<file path="src/design/salru_pkg.sv">
// Package for the set-associative LRU cache model.
// Holds the item types, operation and register codes, state encoding and defaults.
// No dependencies.
package salru_pkg;

	localparam int DEF_MAX_SETS  = 256;
	localparam int DEF_MAX_WAYS  = 8;
	localparam int DEF_ADDR_BITS = 32;

	localparam int CFG_IDX_W  = 3;
	localparam int CFG_DATA_W = 4;
	localparam int FLUSH_CNT_W = 13;

	typedef enum logic [1:0] {
		OP_DREAD  = 2'd0,
		OP_DWRITE = 2'd1,
		OP_IFETCH = 2'd2,
		OP_FLUSH  = 2'd3
	} op_t;

	typedef enum logic [CFG_IDX_W-1:0] {
		CFG_SPLIT     = 3'd0,
		CFG_WB        = 3'd1,
		CFG_WALLOC    = 3'd2,
		CFG_BLOCK     = 3'd3,
		CFG_WAYS      = 3'd4,
		CFG_INST_SETS = 3'd5,
		CFG_DATA_SETS = 3'd6
	} cfg_idx_t;

	typedef enum logic [2:0] {
		ST_CLEAR,
		ST_IDLE,
		ST_UPD,
		ST_FL_RD,
		ST_FL_ACC,
		ST_RESP
	} state_t;

	typedef struct packed {
		logic [1:0]  operation;
		logic [31:0] address;
	} req_t;

	typedef struct packed {
		logic                   hit;
		logic                   fetched;
		logic                   replaced;
		logic                   copied_back;
		logic [FLUSH_CNT_W-1:0] flush_dirty_count;
		logic [31:0]            inst_access_total;
		logic [31:0]            inst_miss_total;
		logic [31:0]            data_access_total;
		logic [31:0]            data_miss_total;
	} rsp_t;

	typedef struct packed {
		logic hit;
		logic fetched;
		logic replaced;
		logic copied_back;
	} flags_t;

endpackage

</file>
<file path="src/design/salru_set_logic.sv">
// Lookup and LRU update of one cache set row.
// Searches the ways, picks a victim and builds the row to write back.
// Depends on salru_pkg.
module salru_set_logic #(
	parameter int MAX_WAYS = salru_pkg::DEF_MAX_WAYS,
	parameter int TAG_W    = 30,
	parameter int RANK_W   = 3,
	parameter int FILL_W   = 4
) (
	input  logic [MAX_WAYS-1:0][TAG_W-1:0]  tags,
	input  logic [MAX_WAYS-1:0]             dirty,
	input  logic [MAX_WAYS-1:0][RANK_W-1:0] ranks,
	input  logic [FILL_W-1:0]               fill,
	input  logic [TAG_W-1:0]                tag,
	input  logic [FILL_W-1:0]               ways,
	input  logic                            is_write,
	input  logic                            write_back,
	input  logic                            write_allocate,
	output logic [MAX_WAYS-1:0][TAG_W-1:0]  tags_new,
	output logic [MAX_WAYS-1:0]             dirty_new,
	output logic [MAX_WAYS-1:0][RANK_W-1:0] ranks_new,
	output logic [FILL_W-1:0]               fill_new,
	output salru_pkg::flags_t               flags
);
	import salru_pkg::*;

	localparam int WAY_W = (MAX_WAYS > 1) ? $clog2(MAX_WAYS) : 1;
	localparam logic [RANK_W:0] NO_RANK = '1;
	localparam logic [RANK_W-1:0] RANK_CAP = RANK_W'(MAX_WAYS - 1);

	logic [FILL_W-1:0] n;
	logic              hit;
	logic [WAY_W-1:0]  hw;
	logic [WAY_W-1:0]  victim;
	logic [WAY_W-1:0]  w;
	logic [RANK_W:0]   old;
	logic              around;
	logic              grow;

	always_comb begin
		n = (fill > ways) ? ways : fill;
		hit = 1'b0;
		hw = '0;
		for (int i = 0; i < MAX_WAYS; i++) begin
			if (!hit && (FILL_W'(i) < n) && tags[i] == tag) begin
				hit = 1'b1;
				hw = WAY_W'(i);
			end
		end
		// Largest rank wins; strict compare keeps the lowest way on a tie.
		victim = '0;
		for (int i = 1; i < MAX_WAYS; i++) begin
			if ((FILL_W'(i) < n) && ranks[i] > ranks[victim])
				victim = WAY_W'(i);
		end
	end

	always_comb begin
		around = !hit && is_write && !write_allocate;
		grow = !hit && (n < ways);
		w = hit ? hw : (grow ? WAY_W'(n) : victim);
		old = grow ? NO_RANK : {1'b0, ranks[w]};

		flags = '0;
		flags.hit = hit;
		tags_new = tags;
		dirty_new = dirty;
		ranks_new = ranks;
		fill_new = fill;

		if (around) begin
			flags.copied_back = 1'b1;
		end else begin
			for (int i = 0; i < MAX_WAYS; i++) begin
				if ((FILL_W'(i) < n) && WAY_W'(i) != w && {1'b0, ranks[i]} < old
					&& ranks[i] < RANK_CAP)
					ranks_new[i] = ranks[i] + RANK_W'(1);
			end
			ranks_new[w] = '0;
			if (hit) begin
				if (is_write) begin
					dirty_new[w] = 1'b1;
					flags.copied_back = !write_back;
				end
			end else begin
				flags.fetched = 1'b1;
				if (grow) begin
					fill_new = n + FILL_W'(1);
				end else begin
					flags.replaced = 1'b1;
					flags.copied_back = write_back && dirty[w];
				end
				tags_new[w] = tag;
				dirty_new[w] = is_write;
				if (is_write && !write_back)
					flags.copied_back = 1'b1;
			end
		end
	end

endmodule

</file>
<file path="config.mk">
export PLATFORM = sky130hd
export DESIGN_NAME = salru_set_logic
export DESIGN_NICKNAME = d
export VERILOG_FILES = /design/src/design/salru_pkg.sv /design/src/design/salru_set_logic.sv
export SDC_FILE = /design/constraint.sdc
export NUM_CORES = 1
export LEC_CHECK = 0
export BUFFER_PORTS_ARGS = -buffer_cell sky130_fd_sc_hd__buf_2
export CAP_MARGIN = 25
export CORE_AREA = 2 2 230 232
export DETAILED_ROUTE_END_ITERATION = 10
export DIE_AREA = 0 0 232 234
export GPL_TIMING_DRIVEN = 0
export PLACE_DENSITY = 0.49
export SYNTH_ARGS = -nofsm -noshare
export SYNTH_HDL_FRONTEND = slang
export SYNTH_SLANG_ARGS = --single-unit
export TNS_END_PERCENT = 100
</file>
<file path="constraint.sdc">
create_clock -name vclk -period 38.3
set_input_delay 3.83 -clock vclk [all_inputs]
set_output_delay 3.83 -clock vclk [all_outputs]
set_load 0.005 [all_outputs]
</file>
==> results.toml <==
[global_routing]
grt_max_degree = 11
grt_use_met1 = 0.365
gr-total-overflow = 0
use_met2 = 0.533
top_usage_layer = "met2"
antenna_found_initial = 32
grt_use_met3 = 0.0647
grt_pass1_wl_um = 114000
grt_pass1_vias = 12900
grt_util_all_layers = 0.310

[layout]
drive_gt1_frac = 0.493
final_cell_count_no_fill = 2523
finalNetCount = 2174
seq_cells = 0
final-seq-area_um2 = 0
nClkBuffers = 0
fin_util = 0.259
fill_cells = 5892
area_delta_synth_final_pct = 39.5
final_area_um2 = 13500

[hold_path]
hold_class = "in2out"

[place]
port_buffers = 563
placed_area_um2 = 13400
gp_congestion = 1.02
dpl.cell_count = 2499
pre_cts_ws_ns = 13.47
hpwl_um = 77300

[logic_synthesis]
syn_area_um2 = 9660
syn-num-nets = 1602
synth_top_area_share = 0.271
syn_inst = 1243
seq_area_frac_synth = 0
ys_types = 90
synth_area_per_cell_um2 = 7.77
synth_area_leader_cell = "mux2_2"
yosys_warnings = 0
synth_top_cells_by_area = "mux2_2, xnor2_1, xor2_1, ha_1, nand4_1"

[clock_tree]
cts_resized = 0
cts_setup_buffers = 0
ctsHoldBuffers = 0

[drt]
routedWlPerCell_um = 35.0
drt_iter0_markers = 1143
postRouteAntennaNets = 0
via_per_inst = 5.21
drc = 0
vias = 13100
wl_um = 88300
dr.pass1.iters = 5

[sta]
fin_ws_ns = 13.22
worst_hold_slack_ns = 7.98
worst_slew_margin_rel = 0.250
drv_slew = 0
tns_ns = 0
min_period_ns = 25.08
setup_violations = 0
fmax_ghz = 0.0399
period_share = 0.655
finalHoldViolCount = 0
rsz0062_at_grt = "false"
tightest_slew_ns = 1.13

[outcome]
status = "completed"

[worst_setup_path]
cp_common_cell = "o21ai_0"
cp.required_ns = 34.47
cp-start-kind = "input port"
crit_path_end_kind = "primary output"
max_stage_delay_ns = 0.78
critPathKind = "in2out"
cpMaxStageDelayCell = "a211oi_2"
critPathMaxFanout = 10
arrival_ns = 21.25

[power_and_ir_drop]
power_mw = 0.725
leakagePower_nw = 6.05
ir_drop_v = 0.0000194
powerDensity_nw_per_um2 = 53.8

[floorplanning]
io_pins = 593
initial_core_util = 0.186
fp.coreArea_um2 = 52000
rows = 84
die_h_um = 234
die_x_um = 232
die_area_um2 = 54300

[run]
max_cap_violations = 0
path summary, 6_finish.rpt:
check / startpoint / end / slack [ns] / cells after the start
worst min-delay path: tags[222] / tags_new[222] / 7.98 / 3
worst max-delay path: ways[1] / ranks_new[19] / 13.22 / 76
power by group:
part	internal [mW]	switching, mW
sequential	0	0
combinational	0.288	0.438
clock	0.0000000772	0
worst max-delay path: cells and delay by family:
family | cells | cell delay, ns
AO/OA/AOI/OAI | 36 | 8.13
AND/OR/NAND/NOR | 19 | 3.87
multiplexers | 1 | 0.49
adder cells (fa/ha/maj) | 8 | 2.43
buffers and inverters | 12 | 2.46
synthesized netlist by cell type, types with 4 or more instances:
library cell and n:
nor2_1 56, nor2b_1 10, inv_1 45, a21o_1 4, a221oi_1 5, a21oi_1 37
nand3_1 27, ha_1 46, a31oi_1 12, mux2i_1 23, a32o_1 5, nor3_1 13
nand4_1 49, nand2b_1 8, xor2_1 108, nor4_1 36, and2_1 4, o21a_1 7
nand3b_1 6, o22ai_1 15, mux2_2 232, nand2_1 68, a311oi_1 7, o21ai_2 4
buf_2 49, o21ai_1 8, a222oi_1 4, xnor2_1 135, a32oi_1 5, clkbuf_1 66
o21ai_0 28, and3_1 9, mux2_1 12, a211oi_1 14
cells in the final DEF, fill, tap and decap left out, drive strengths merged, types with 5 or more instances in the layout:
cell and count:
nor3 15, and2 5, a221oi 5, a211oi 14, inv 48, a32oi 5
nand4 49, nand2 68, ha 46, a21oi 40, xor2 108, mux2 246
buf 622, and3 10, nor2b 11, diode 22, nand2b 8, clkbuf 67
o22ai 15, o21ai 40, a311oi 8, nand3b 6, o211ai 5, nand3 27
a31oi 13, xnor2 135, mux2i 24, a32o 5, o21a 7, nor4 36
nor2 58
metal layers:
layer | vias up | routed length (µm)
li1 | 5722 | -
met1 | 6518 | 33700
met2 | 713 | 41800
met3 | 164 | 7310
met4 | 16 | 5400
met5 | - | 86
cell type report:
type,instances,area (µm²),share of cell area
Buffer,119,523,0.0388
Multi-Input combinational cell,1076,8960,0.665
Timing Repair Buffer,570,2900,0.215
Inverter,48,180,0.0134
Tap cell,688,861,0.0639
Antenna cell,22,55.1,0.00409
cell families (layout without fill, tap and decap cells):
group	after synthesis	count (layout)	share of synthesized area
AO/OA/AOI/OAI	201	201	0.154
XOR/XNOR	243	243	0.220
adder cells (fa/ha/maj)	50	50	0.0639
buffers and inverters	167	737	0.0728
multiplexers	272	272	0.318
other	0	22	0
AND/OR/NAND/NOR	310	310	0.171
(Power assumes the default switching activity.)
